==> src/design/slce_pkg.sv <==
// ----------------------------------------------------------------------------
// slce_pkg
// Shared types and constants for the serial command line editor.
// ----------------------------------------------------------------------------
package slce_pkg;

    localparam int LINE_LEN    = 32;
    localparam int CNT_W       = $clog2(LINE_LEN + 1);
    localparam int ADDR_W      = (LINE_LEN > 1) ? $clog2(LINE_LEN) : 1;
    localparam int QUEUE_DEPTH = 4;
    localparam int QPTR_W      = $clog2(QUEUE_DEPTH);
    localparam int TDATA_W     = 24;

    localparam logic [7:0] CH_CR   = 8'h0D;
    localparam logic [7:0] CH_LF   = 8'h0A;
    localparam logic [7:0] CH_BS   = 8'h08;
    localparam logic [7:0] CH_SP   = 8'h20;
    localparam logic [7:0] CH_LOW  = 8'h20;
    localparam logic [7:0] CH_HIGH = 8'h7E;

    // byte class decided by the front end
    typedef enum logic [1:0] {
        CLS_OTHER = 2'd0,
        CLS_PRINT = 2'd1,
        CLS_CR    = 2'd2,
        CLS_BS    = 2'd3
    } cls_t;

    typedef struct packed {
        cls_t       cls;
        logic [6:0] ch;
    } cmd_t;

    // first member in the highest bits, so echo_valid lands in bit 0
    typedef struct packed {
        logic       overflow;
        logic       line_end;
        logic [6:0] line_byte;
        logic       line_valid;
        logic [7:0] echo_byte;
        logic       echo_valid;
    } result_t;

    localparam int RESULT_W = $bits(result_t);

endpackage

==> src/design/slce_front.sv <==
// ----------------------------------------------------------------------------
// slce_front
// Accepts received bytes and classifies them into editor commands.
// ----------------------------------------------------------------------------
module slce_front (
    input  logic             s_tvalid,
    output logic             s_tready,
    input  logic [7:0]       s_tdata,   // [7:0] rx_byte
    input  logic             q_full,
    output logic             push,
    output slce_pkg::cmd_t   push_cmd
);
    import slce_pkg::*;

    assign s_tready = !q_full;
    assign push     = s_tvalid && s_tready;

    always_comb begin
        push_cmd.ch = s_tdata[6:0];
        if (s_tdata == CH_CR) begin
            push_cmd.cls = CLS_CR;
        end else if (s_tdata == CH_BS) begin
            push_cmd.cls = CLS_BS;
        end else if (s_tdata inside {[CH_LOW:CH_HIGH]}) begin
            push_cmd.cls = CLS_PRINT;
        end else begin
            push_cmd.cls = CLS_OTHER;
        end
    end

endmodule

==> src/design/slce_queue.sv <==
// ----------------------------------------------------------------------------
// slce_queue
// Short command queue between the front end and the line engine.
// ----------------------------------------------------------------------------
module slce_queue (
    input  logic            aclk,
    input  logic            aresetn,
    input  logic            push,
    input  slce_pkg::cmd_t  push_cmd,
    output logic            full,
    input  logic            pop,
    output logic            head_valid,
    output slce_pkg::cmd_t  head_cmd
);
    import slce_pkg::*;

    cmd_t               entry_reg [QUEUE_DEPTH];
    logic [QPTR_W-1:0]  wr_ptr_reg, wr_ptr_next;
    logic [QPTR_W-1:0]  rd_ptr_reg, rd_ptr_next;
    logic [QPTR_W:0]    fill_reg, fill_next;

    assign full       = (fill_reg == (QPTR_W + 1)'(QUEUE_DEPTH));
    assign head_valid = (fill_reg != '0);
    assign head_cmd   = entry_reg[rd_ptr_reg];

    always_comb begin
        wr_ptr_next = push ? wr_ptr_reg + 1'b1 : wr_ptr_reg;
        rd_ptr_next = pop  ? rd_ptr_reg + 1'b1 : rd_ptr_reg;
        fill_next   = fill_reg;
        if (push && !pop) begin
            fill_next = fill_reg + 1'b1;
        end else if (pop && !push) begin
            fill_next = fill_reg - 1'b1;
        end
    end

    always_ff @(posedge aclk) begin
        if (!aresetn) begin
            wr_ptr_reg <= '0;
            rd_ptr_reg <= '0;
            fill_reg   <= '0;
        end else begin
            wr_ptr_reg <= wr_ptr_next;
            rd_ptr_reg <= rd_ptr_next;
            fill_reg   <= fill_next;
        end
    end

    always_ff @(posedge aclk) begin
        if (push) begin
            entry_reg[wr_ptr_reg] <= push_cmd;
        end
    end

    assert property (@(posedge aclk) disable iff (!aresetn)
        full |-> !push)
        else $error("slce_queue: push into full queue");

    assert property (@(posedge aclk) disable iff (!aresetn)
        !head_valid |-> !pop)
        else $error("slce_queue: pop from empty queue");

    assert property (@(posedge aclk) disable iff (!aresetn)
        (push && !pop) |=> fill_reg == $past(fill_reg) + 1'b1)
        else $error("slce_queue: fill count did not follow a push");

endmodule

==> src/design/slce_back.sv <==
// ----------------------------------------------------------------------------
// slce_back
// Line engine: holds the line, carries out commands, drives the results.
// ----------------------------------------------------------------------------
module slce_back (
    input  logic                          aclk,
    input  logic                          aresetn,
    input  logic                          head_valid,
    input  slce_pkg::cmd_t                head_cmd,
    output logic                          pop,
    output logic                          m_tvalid,
    input  logic                          m_tready,
    output logic [slce_pkg::TDATA_W-1:0]  m_tdata,
    output logic                          m_tlast
);
    import slce_pkg::*;

    typedef enum logic [4:0] {
        S_IDLE = 5'b00001,
        S_CR   = 5'b00010,
        S_DUMP = 5'b00100,
        S_BS1  = 5'b01000,
        S_BS2  = 5'b10000
    } state_t;

    state_t             state_reg, state_next;
    logic [CNT_W-1:0]   count_reg, count_next;
    logic [ADDR_W-1:0]  idx_reg, idx_next;

    logic [6:0]         line_mem [LINE_LEN];
    logic [6:0]         rd_data_reg;
    logic               wr_en, rd_en;
    logic [ADDR_W-1:0]  rd_addr;

    logic               out_valid_reg;
    result_t            out_data_reg;
    logic               out_last_reg;

    logic               out_free;
    logic               emit;
    result_t            res;
    logic               res_last;
    logic               dump_fin;

    assign out_free = !out_valid_reg || m_tready;
    assign dump_fin = ({1'b0, idx_reg} + 1'b1) == (ADDR_W + 1)'(count_reg);

    always_comb begin
        state_next = state_reg;
        count_next = count_reg;
        idx_next   = idx_reg;
        pop        = 1'b0;
        emit       = 1'b0;
        res        = '0;
        res_last   = 1'b0;
        wr_en      = 1'b0;
        rd_en      = 1'b0;
        rd_addr    = idx_reg + 1'b1;
        case (state_reg)
            S_IDLE: begin
                if (head_valid && out_free) begin
                    pop = 1'b1;
                    case (head_cmd.cls)
                        CLS_CR: begin
                            emit           = 1'b1;
                            res.echo_valid = 1'b1;
                            res.echo_byte  = CH_LF;
                            // prefetch the first character
                            rd_en          = 1'b1;
                            rd_addr        = '0;
                            state_next     = S_CR;
                        end
                        CLS_BS: begin
                            if (count_reg != '0) begin
                                emit           = 1'b1;
                                res.echo_valid = 1'b1;
                                res.echo_byte  = CH_BS;
                                count_next     = count_reg - 1'b1;
                                state_next     = S_BS1;
                            end
                        end
                        default: begin
                            if (count_reg >= CNT_W'(LINE_LEN)) begin
                                emit         = 1'b1;
                                res.overflow = 1'b1;
                                res_last     = 1'b1;
                                count_next   = '0;
                            end else if (head_cmd.cls == CLS_PRINT) begin
                                wr_en          = 1'b1;
                                emit           = 1'b1;
                                res.echo_valid = 1'b1;
                                res.echo_byte  = {1'b0, head_cmd.ch};
                                res_last       = 1'b1;
                                count_next     = count_reg + 1'b1;
                            end
                        end
                    endcase
                end
            end
            S_CR: begin
                if (out_free) begin
                    emit           = 1'b1;
                    res.echo_valid = 1'b1;
                    res.echo_byte  = CH_CR;
                    if (count_reg == '0) begin
                        res.line_end = 1'b1;
                        res_last     = 1'b1;
                        state_next   = S_IDLE;
                    end else begin
                        idx_next   = '0;
                        state_next = S_DUMP;
                    end
                end
            end
            S_DUMP: begin
                if (out_free) begin
                    emit           = 1'b1;
                    res.line_valid = 1'b1;
                    res.line_byte  = rd_data_reg;
                    rd_en          = 1'b1;
                    idx_next       = idx_reg + 1'b1;
                    if (dump_fin) begin
                        res.line_end = 1'b1;
                        res_last     = 1'b1;
                        count_next   = '0;
                        state_next   = S_IDLE;
                    end
                end
            end
            S_BS1: begin
                if (out_free) begin
                    emit           = 1'b1;
                    res.echo_valid = 1'b1;
                    res.echo_byte  = CH_SP;
                    state_next     = S_BS2;
                end
            end
            S_BS2: begin
                if (out_free) begin
                    emit           = 1'b1;
                    res.echo_valid = 1'b1;
                    res.echo_byte  = CH_BS;
                    res_last       = 1'b1;
                    state_next     = S_IDLE;
                end
            end
            default: begin
                state_next = S_IDLE;
            end
        endcase
    end

    always_ff @(posedge aclk) begin
        if (!aresetn) begin
            state_reg     <= S_IDLE;
            count_reg     <= '0;
            out_valid_reg <= 1'b0;
        end else begin
            state_reg <= state_next;
            count_reg <= count_next;
            if (emit) begin
                out_valid_reg <= 1'b1;
            end else if (m_tready) begin
                out_valid_reg <= 1'b0;
            end
        end
    end

    always_ff @(posedge aclk) begin
        idx_reg <= idx_next;
        if (emit) begin
            out_data_reg <= res;
            out_last_reg <= res_last;
        end
    end

    // line storage, one write and one registered read port
    always_ff @(posedge aclk) begin
        if (wr_en) begin
            line_mem[count_reg[ADDR_W-1:0]] <= head_cmd.ch;
        end
        if (rd_en) begin
            rd_data_reg <= line_mem[rd_addr];
        end
    end

    assign m_tvalid = out_valid_reg;
    assign m_tdata  = TDATA_W'(out_data_reg);
    assign m_tlast  = out_last_reg;

    assert property (@(posedge aclk) disable iff (!aresetn)
        count_reg <= CNT_W'(LINE_LEN))
        else $error("slce_back: line count above line length");

    assert property (@(posedge aclk) disable iff (!aresetn)
        (state_reg == S_DUMP) |-> ({1'b0, idx_reg} < (ADDR_W + 1)'(count_reg)))
        else $error("slce_back: hand-off index past stored line");

    assert property (@(posedge aclk) disable iff (!aresetn)
        (pop && head_cmd.cls == CLS_PRINT && count_reg < CNT_W'(LINE_LEN))
        |=> count_reg == $past(count_reg) + 1'b1)
        else $error("slce_back: printable byte not counted");

    assert property (@(posedge aclk) disable iff (!aresetn)
        (emit && res_last) |=> (state_reg == S_IDLE))
        else $error("slce_back: final result left engine busy");

endmodule

==> src/design/serial_command_line_editor_unit.sv <==
// ----------------------------------------------------------------------------
// serial_command_line_editor_unit
// Line editor for a serial console: echo, backspace, overflow, line hand-off.
// ----------------------------------------------------------------------------
// Each received byte arrives as one transaction on the s_ side and yields
// zero or more result transactions on the m_ side; m_tlast marks the final
// result of a byte. Unused bytes yield no result while the line has room, a
// printable byte or an overflow one result, a backspace on a non-empty line
// three results, and a carriage return 2 + n results for n stored characters
// (at most LINE_LEN + 2), one result per cycle unless m_tready stalls the
// output, from a single output register fed by the line storage read port.
// A four-entry command queue in front takes bytes while a line is handed out.
// ----------------------------------------------------------------------------
module serial_command_line_editor_unit (
    input  logic                          aclk,
    input  logic                          aresetn,
    input  logic                          s_tvalid,
    output logic                          s_tready,
    input  logic [7:0]                    s_tdata,   // [7:0] rx_byte
    output logic                          m_tvalid,
    input  logic                          m_tready,
    // [0] echo_valid, [8:1] echo_byte, [9] line_valid, [16:10] line_byte,
    // [17] line_end, [18] overflow, [23:19] zero
    output logic [slce_pkg::TDATA_W-1:0]  m_tdata,
    output logic                          m_tlast
);
    import slce_pkg::*;

    logic  push;
    cmd_t  push_cmd;
    logic  q_full;
    logic  pop;
    logic  head_valid;
    cmd_t  head_cmd;

    slce_front u_front (
        .s_tvalid (s_tvalid),
        .s_tready (s_tready),
        .s_tdata  (s_tdata),
        .q_full   (q_full),
        .push     (push),
        .push_cmd (push_cmd)
    );

    slce_queue u_queue (
        .aclk       (aclk),
        .aresetn    (aresetn),
        .push       (push),
        .push_cmd   (push_cmd),
        .full       (q_full),
        .pop        (pop),
        .head_valid (head_valid),
        .head_cmd   (head_cmd)
    );

    slce_back u_back (
        .aclk       (aclk),
        .aresetn    (aresetn),
        .head_valid (head_valid),
        .head_cmd   (head_cmd),
        .pop        (pop),
        .m_tvalid   (m_tvalid),
        .m_tready   (m_tready),
        .m_tdata    (m_tdata),
        .m_tlast    (m_tlast)
    );

endmodule
==> config.mk <==
export PLATFORM = sky130hd
export DESIGN_NAME = serial_command_line_editor_unit
export DESIGN_NICKNAME = d
export VERILOG_FILES = /design/src/design/slce_pkg.sv /design/src/design/slce_front.sv /design/src/design/slce_queue.sv /design/src/design/slce_back.sv /design/src/design/serial_command_line_editor_unit.sv
export SDC_FILE = /design/constraint.sdc
export NUM_CORES = 1
export LEC_CHECK = 0
export BUFFER_PORTS_ARGS = -buffer_cell sky130_fd_sc_hd__buf_2
export CAP_MARGIN = 5
export CELL_PAD_IN_SITES_DETAIL_PLACEMENT = 2
export CELL_PAD_IN_SITES_GLOBAL_PLACEMENT = 2
export CORE_MARGIN = 8
export CORE_UTILIZATION = 38
export CTS_BUF_LIST = sky130_fd_sc_hd__clkbuf_4 sky130_fd_sc_hd__clkbuf_8
export DETAILED_ROUTE_END_ITERATION = 8
export PLACE_DENSITY_LB_ADDON = 0.1
export SLEW_MARGIN = 20
export SYNTH_ARGS = -nofsm -noshare
export SYNTH_HDL_FRONTEND = slang
export SYNTH_HIERARCHICAL = 1
export SYNTH_SLANG_ARGS = --single-unit
==> constraint.sdc <==
create_clock -name aclk -period 2.9 [get_ports aclk]
set_input_delay 0.435 -clock aclk [delete_from_list [all_inputs] [get_ports aclk]]
set_output_delay 0.435 -clock aclk [all_outputs]
set_load 0.02 [all_outputs]
Word-level counts from Yosys, hierarchy flattened
Memory sizes are Yosys's and may differ from the RTL's. A register that Yosys moved wholly into a read port is not among the register bits.
Cells that the tools add are included.
Word-level totals
  bits of input ports: 12
  memories: 2
  register bits: 44
  output and inout bits: 27
  memory bits (writable): 260
Operators by class
  bitwise gates (word level): 2
  magnitude comparators: 3
  $add $sub $neg: 8
  reductions and logical operators: 24
  equality and inequality tests: 23
  mux-type cells: 73
Memory list
  u_back.line_mem: depth 32, bits a word 7, rd ports 1, clocked after memory_dff 1, wr ports 1, RTL line slce_back.sv:30  | logic [6:0] line_mem [LINE_LEN];
  u_queue.entry_reg: depth 4, bits a word 9, rd ports 1, clocked after memory_dff 1, wr ports 1, RTL line slce_queue.sv:17  | cmd_t entry_reg [QUEUE_DEPTH];
Operators with widths (count)
  two-way mux 5 bit: 16
  two-way mux 6 bit: 6
  case mux 9 bit (4 select lines): 1
  two-way mux 1 bit: 27
  two-way mux 9 bit: 3
  case mux 5 bit (5 select lines): 1
  case mux 6 bit (2 select lines): 2
  case mux 5 bit (2 select lines): 2
  case mux 9 bit (2 select lines): 1
  == test 8 x 4 -> 1 bit, second input constant: 2
  != test 2 x 1 -> 1 bit, second input constant: 6
  two-way mux 3 bit: 3
  >= comparator 8 x 6 -> 1 bit, second input constant: 1
  less-or-equal comparator 8 x 7 -> 1 bit, second input constant: 1
  two-way mux 2 bit: 4
  two-way mux 8 bit: 1
  case mux 1 bit (2 select lines): 4
  AND reduction 8 bit: 1
  nonzero test 2 bit: 4
  OR reduction 4 bit: 2
  two-way mux 7 bit: 1
  AND reduction 7 bit: 1
  adder 5 x 1 -> 6 bit, second input constant: 1
  adder 6 x 1 -> 6 bit, second input constant: 1
  other kinds (30): 41

Depth between registers and ports, before layout
  word-level depth: 8
  mapped depth: 13

Modules after synthesis
The synthesis kept the hierarchy.
Modules (own cells, without submodules)
  slce_back: times used 1, cells each 811, area each 11712.5 sq um
  slce_queue: times used 1, cells each 90, area each 1746.7 sq um
  slce_front: times used 1, cells each 19, area each 125.1 sq um

Least setup slack after synthesis
Ideal clock, no wire load.
  path type: register to register
  from: register u_queue.fill_reg[1]
  to: register u_queue.fill_reg[2]
  data arrival time: 2.692 ns
  clock period less this slack: 2.762 ns
  setup time: 0.070 ns
  cell stages (with the launch flop): 14
  path slack: 0.138 ns
  buffers on the path: 2
  required time: 2.830 ns
  cells stage by stage: dfxtp_1 > or3_1 > and4bb_2 > nand3_1 > buf_2 > inv_2 > buf_2 > inv_1 > ha_1 > inv_1 > fa_1 > xor2_1 > or3_1 > a21boi_1
On the way
  word-level cells in the longest chain between the ends: 7
  elaborated cells between the ends (all ways): 16
  those cells by class: add/sub (2); eq/ne (1); mux (4); reduce/logical (9)
Ends and longest elaborated chain
  from (decl): RTL line slce_queue.sv:20  | logic [QPTR_W:0] fill_reg, fill_next;
  from (signal assigned): RTL line slce_queue.sv:45  | fill_reg <= fill_next;
  nonzero test 3 bit *: RTL line slce_queue.sv:23  | assign head_valid = (fill_reg != '0);
  named net head_valid: RTL line serial_command_line_editor_unit.sv:33  | logic head_valid;
  logical AND 1 bit *: RTL line slce_back.sv:61  | if (head_valid && out_free) begin
  two-way mux 1 bit *: RTL line slce_back.sv:61
  two-way mux 1 bit *: RTL line slce_back.sv:59  | case (state_reg)
  named net pop: RTL line serial_command_line_editor_unit.sv:32  | logic pop;
  logical NOT 1 bit: RTL line slce_queue.sv:30  | if (push && !pop) begin
  logical AND 1 bit: RTL line slce_queue.sv:30
  two-way mux 3 bit / nonzero test 2 bit (equally long branches)
The timed path passes the listed nets; every way through them passes the cells marked *. The select of a mux whose other input is x is not followed.
A chain may end at the register's enable or synchronous reset.

==> impl_results.rst <==
.. list-table::
   :header-rows: 1

   * - Metric
     - Value
   * - Share of synthesized area occupied by flip-flops and latches
     - 67.4%
   * - Fraction of synthesis flops using an asynchronous set or reset pin
     - 0%
   * - Final hold viol count
     - 0
   * - Leakage power figure
     - 5.42 nW
   * - Kind of cell adding the most delay to the critical path
     - simple AND/OR/NAND/NOR gates
   * - Post-layout nets
     - 1,039
   * - Ratio of total power to cell area
     - 886 nW/µm²
   * - Cell with the biggest individual delay on the critical path
     - sky130_fd_sc_hd__mux4_2
   * - Final clock skew
     - 23.5 ps
   * - Number of placement rows
     - 69
   * - Min cycle time layout
     - 2880 ps
   * - Pin slew with the least headroom to its limit
     - 983 ps
   * - Antenna Violating Nets Remaining
     - 0
   * - Number of flip-flops and latches in the synthesized netlist
     - 312
   * - Commonest non-fill, non-tap cells in the layout
     - sky130_fd_sc_hd__edfxtp_1 (291), sky130_fd_sc_hd__buf_4 (75), sky130_fd_sc_hd__nand2_1 (66)
   * - Largest stage delay on the critical path
     - 640 ps
   * - Number of flops mapped to enable cells by yosys
     - 291
   * - Placement-stage worst setup slack
     - -121 ps
   * - Total placed instance area
     - 14,600 µm²
   * - Clock latency on the worst-skew pair
     - 620 ps
   * - IO Port Bufs
     - 32
   * - Number of max-capacitance violations reported
     - 0
   * - Initial drt markers
     - 477
   * - Period utilization
     - 99.3%
   * - Number of max-slew violations in the final report
     - 0
   * - Layout-stage area growth over the synthesis result
     - 16.0%
   * - Crit Path Class
     - reg2reg
   * - Setup repair after global routing missed its margin
     - true
   * - Width of the chip
     - 205 µm
   * - IO Pins
     - 39
   * - Number of placed instances, taps included
     - 1,419
   * - Vias per cell
     - 5.50
   * - Number of global-route vias before repair
     - 9,472
   * - DR DRC count
     - 0
   * - Post-Layout Inst Area
     - 15,800 µm²
   * - Final setup violation count
     - 0
   * - Maximum vdd drop
     - 0.000482 V
   * - Die area
     - 42,100 µm²
   * - Initial antenna violation count
     - 0
   * - Count of H-tree levels built during CTS
     - 2
   * - Dominant synthesized flop cell
     - sky130_fd_sc_hd__edfxtp_1
   * - Number of library cell types mapped by synthesis
     - 74
   * - Total Power
     - 14.0 mW
   * - Sort of element at the start of the critical path
     - flop
   * - Initial core utilization
     - 38.4%
   * - Final estimated routing congestion in global placement
     - 0.776
   * - Worst Path Buf+Inv
     - 2
   * - Most common cell after layout, fill and taps aside
     - sky130_fd_sc_hd__edfxtp_1
   * - Worst Path Max Fanout
     - 8
   * - Fraction of final layout cells with drive strength greater than 1
     - 26.6%
   * - Flip-flop count of the largest register, all copies and words added
     - 224
   * - Run status
     - finished, final reports clean
   * - Core box area
     - 35,400 µm²
   * - Total overflow reported by the global router
     - 0
   * - CP Capture Type
     - flop
   * - Gate count of the mapped netlist
     - 920
   * - Vert. Die Dim
     - 205 µm
   * - Tightest hold margin
     - 91.3 ps
   * - Non-filler instance count after layout
     - 1,521
   * - Final WS setup
     - 19.0 ps
   * - Via Count
     - 8,372
   * - Total of fill cells in the finished design
     - 3,429
   * - Worst Path Arrival
     - 3190 ps
   * - Total Routed Length
     - 39,700 µm
   * - CTS Root Buffer Type
     - sky130_fd_sc_hd__clkbuf_8
   * - Clock transition at path regs
     - 60 ps
   * - CP Cell Sequence
     - mux4_2 -> inv_1 -> and3_1 -> and2_1 -> nand2_1 -> nor2_1 -> buf_4
   * - Clock tree from TritonCTS
     - yes
   * - Average footprint of a synthesized cell
     - 14.8 µm²
   * - Largest buffer count on any clock path
     - 3
   * - Headroom to the max-slew limit
     - 34.5%
   * - Post-synthesis cell area
     - 13,600 µm²
   * - Worst endpoint required time
     - 3210 ps
   * - HP Class
     - in2reg
   * - Detailed Routing Iterations Pass 1
     - 4
   * - Achievable Freq
     - 347 MHz
   * - Pin count of the biggest net entering global routing
     - 66
   * - Yosys warns
     - 6
   * - Wire length per cell
     - 26.1 µm
   * - Global-route wire length before repair
     - 60,800 µm
   * - Detailed placer's ending HPWL
     - 26,600 µm
   * - TritonCTS buffer count
     - 53
   * - Overall track demand over capacity in global routing
     - 19.4%
   * - Clock tree sinks
     - 312
final timing paths:
path / from / to / slack (ps) / depth (start not counted)
worst min register to register: u_queue/fill_reg[2] / u_queue/fill_reg[2] / 560 / 2
worst min-delay path: s_tdata[1] / u_queue/entry_reg[1][1] / 90 / 1
worst max register to register: flop / u_back/line_mem[31][3] / 20 / 7
worst max-delay path: flop / u_back/line_mem[31][3] / 20 / 7
cell type report:
| class | count | area (µm²) | share of cell area [%] |
|---|---|---|---|
| antenna | 1 | 2.50 | 0.0159 |
| clock buffer | 77 | 916 | 5.81 |
| clock inverter | 21 | 180 | 1.14 |
| inverter | 11 | 41.3 | 0.262 |
| multi-input combinational | 527 | 4090 | 25.9 |
| sequential | 312 | 9160 | 58.1 |
| tap | 461 | 577 | 3.66 |
| timing repair buffer | 111 | 793 | 5.03 |
worst reg2reg max path, delay by kind of cell, from the launching register on:
kind,cells,cell delay [ps]
AND/OR/NAND/NOR,4,1210
flip-flops,1,400
multiplexers,1,640
buffers and inverters,2,320
per-layer routing:
layer,global-route usage [%],share of wire [%],vias up
li1,-,-,3734
met1,25.6,45,4401
met2,32.3,49,172
met3,3.34,4.1,65
met4,6.00,2.1,0
met5,0,0,-
through the flow:
step	util, %	TNS, ps
2_1_floorplan	-	0
3_3_place_gp	41.2	-121
3_5_place_dp	41.2	-282
4_1_cts	44.4	-178
5_1_grt	44.5	-7320
6_report	44.5	0
cell usage after synthesis (18+ instances only):
library cell	n	share of area, %
sky130_fd_sc_hd__buf_4	18	0.99
sky130_fd_sc_hd__clkbuf_1	24	0.66
sky130_fd_sc_hd__and3_1	18	0.83
sky130_fd_sc_hd__nor2_1	62	1.7
sky130_fd_sc_hd__nand2_1	68	1.9
sky130_fd_sc_hd__a21oi_1	34	1.3
sky130_fd_sc_hd__mux4_2	43	7.1
sky130_fd_sc_hd__o21ai_0	27	0.99
sky130_fd_sc_hd__buf_2	26	0.96
sky130_fd_sc_hd__nand3_1	23	0.85
sky130_fd_sc_hd__dfxtp_1	21	3.1
sky130_fd_sc_hd__edfxtp_1	291	64
power by group:
part | internal (mW) | switching (mW)
Combinational | 1.23 | 2.68
Clock | 2.30 | 1.79
Sequential | 5.76 | 0.196
cells by family (layout without fill, tap and decap cells):
family | after synthesis | after routing | share of synthesized area, %
flip-flops | 312 | 312 | 67.4
AO/OA/AOI/OAI | 163 | 163 | 7.99
multiplexers | 71 | 71 | 9.33
AND/OR/NAND/NOR | 253 | 253 | 9.50
buffers and inverters | 86 | 220 | 3.19
adder cells (fa/ha/maj) | 11 | 11 | 1.07
other | 1 | 7 | 0.0276
XOR/XNOR | 23 | 23 | 1.48
repair_timing:
| item | 4_1_cts | 5_1_grt |
|---|---|---|
| hold endpoints to repair | 2 | 0 |
| setup buffers | 0 | 2 |
| resized for setup | 6 | 5 |
| hold buffers | 1 | 0 |
| setup endpoints to repair | 22 | 178 |
Power figures use the tool's default switching activity.
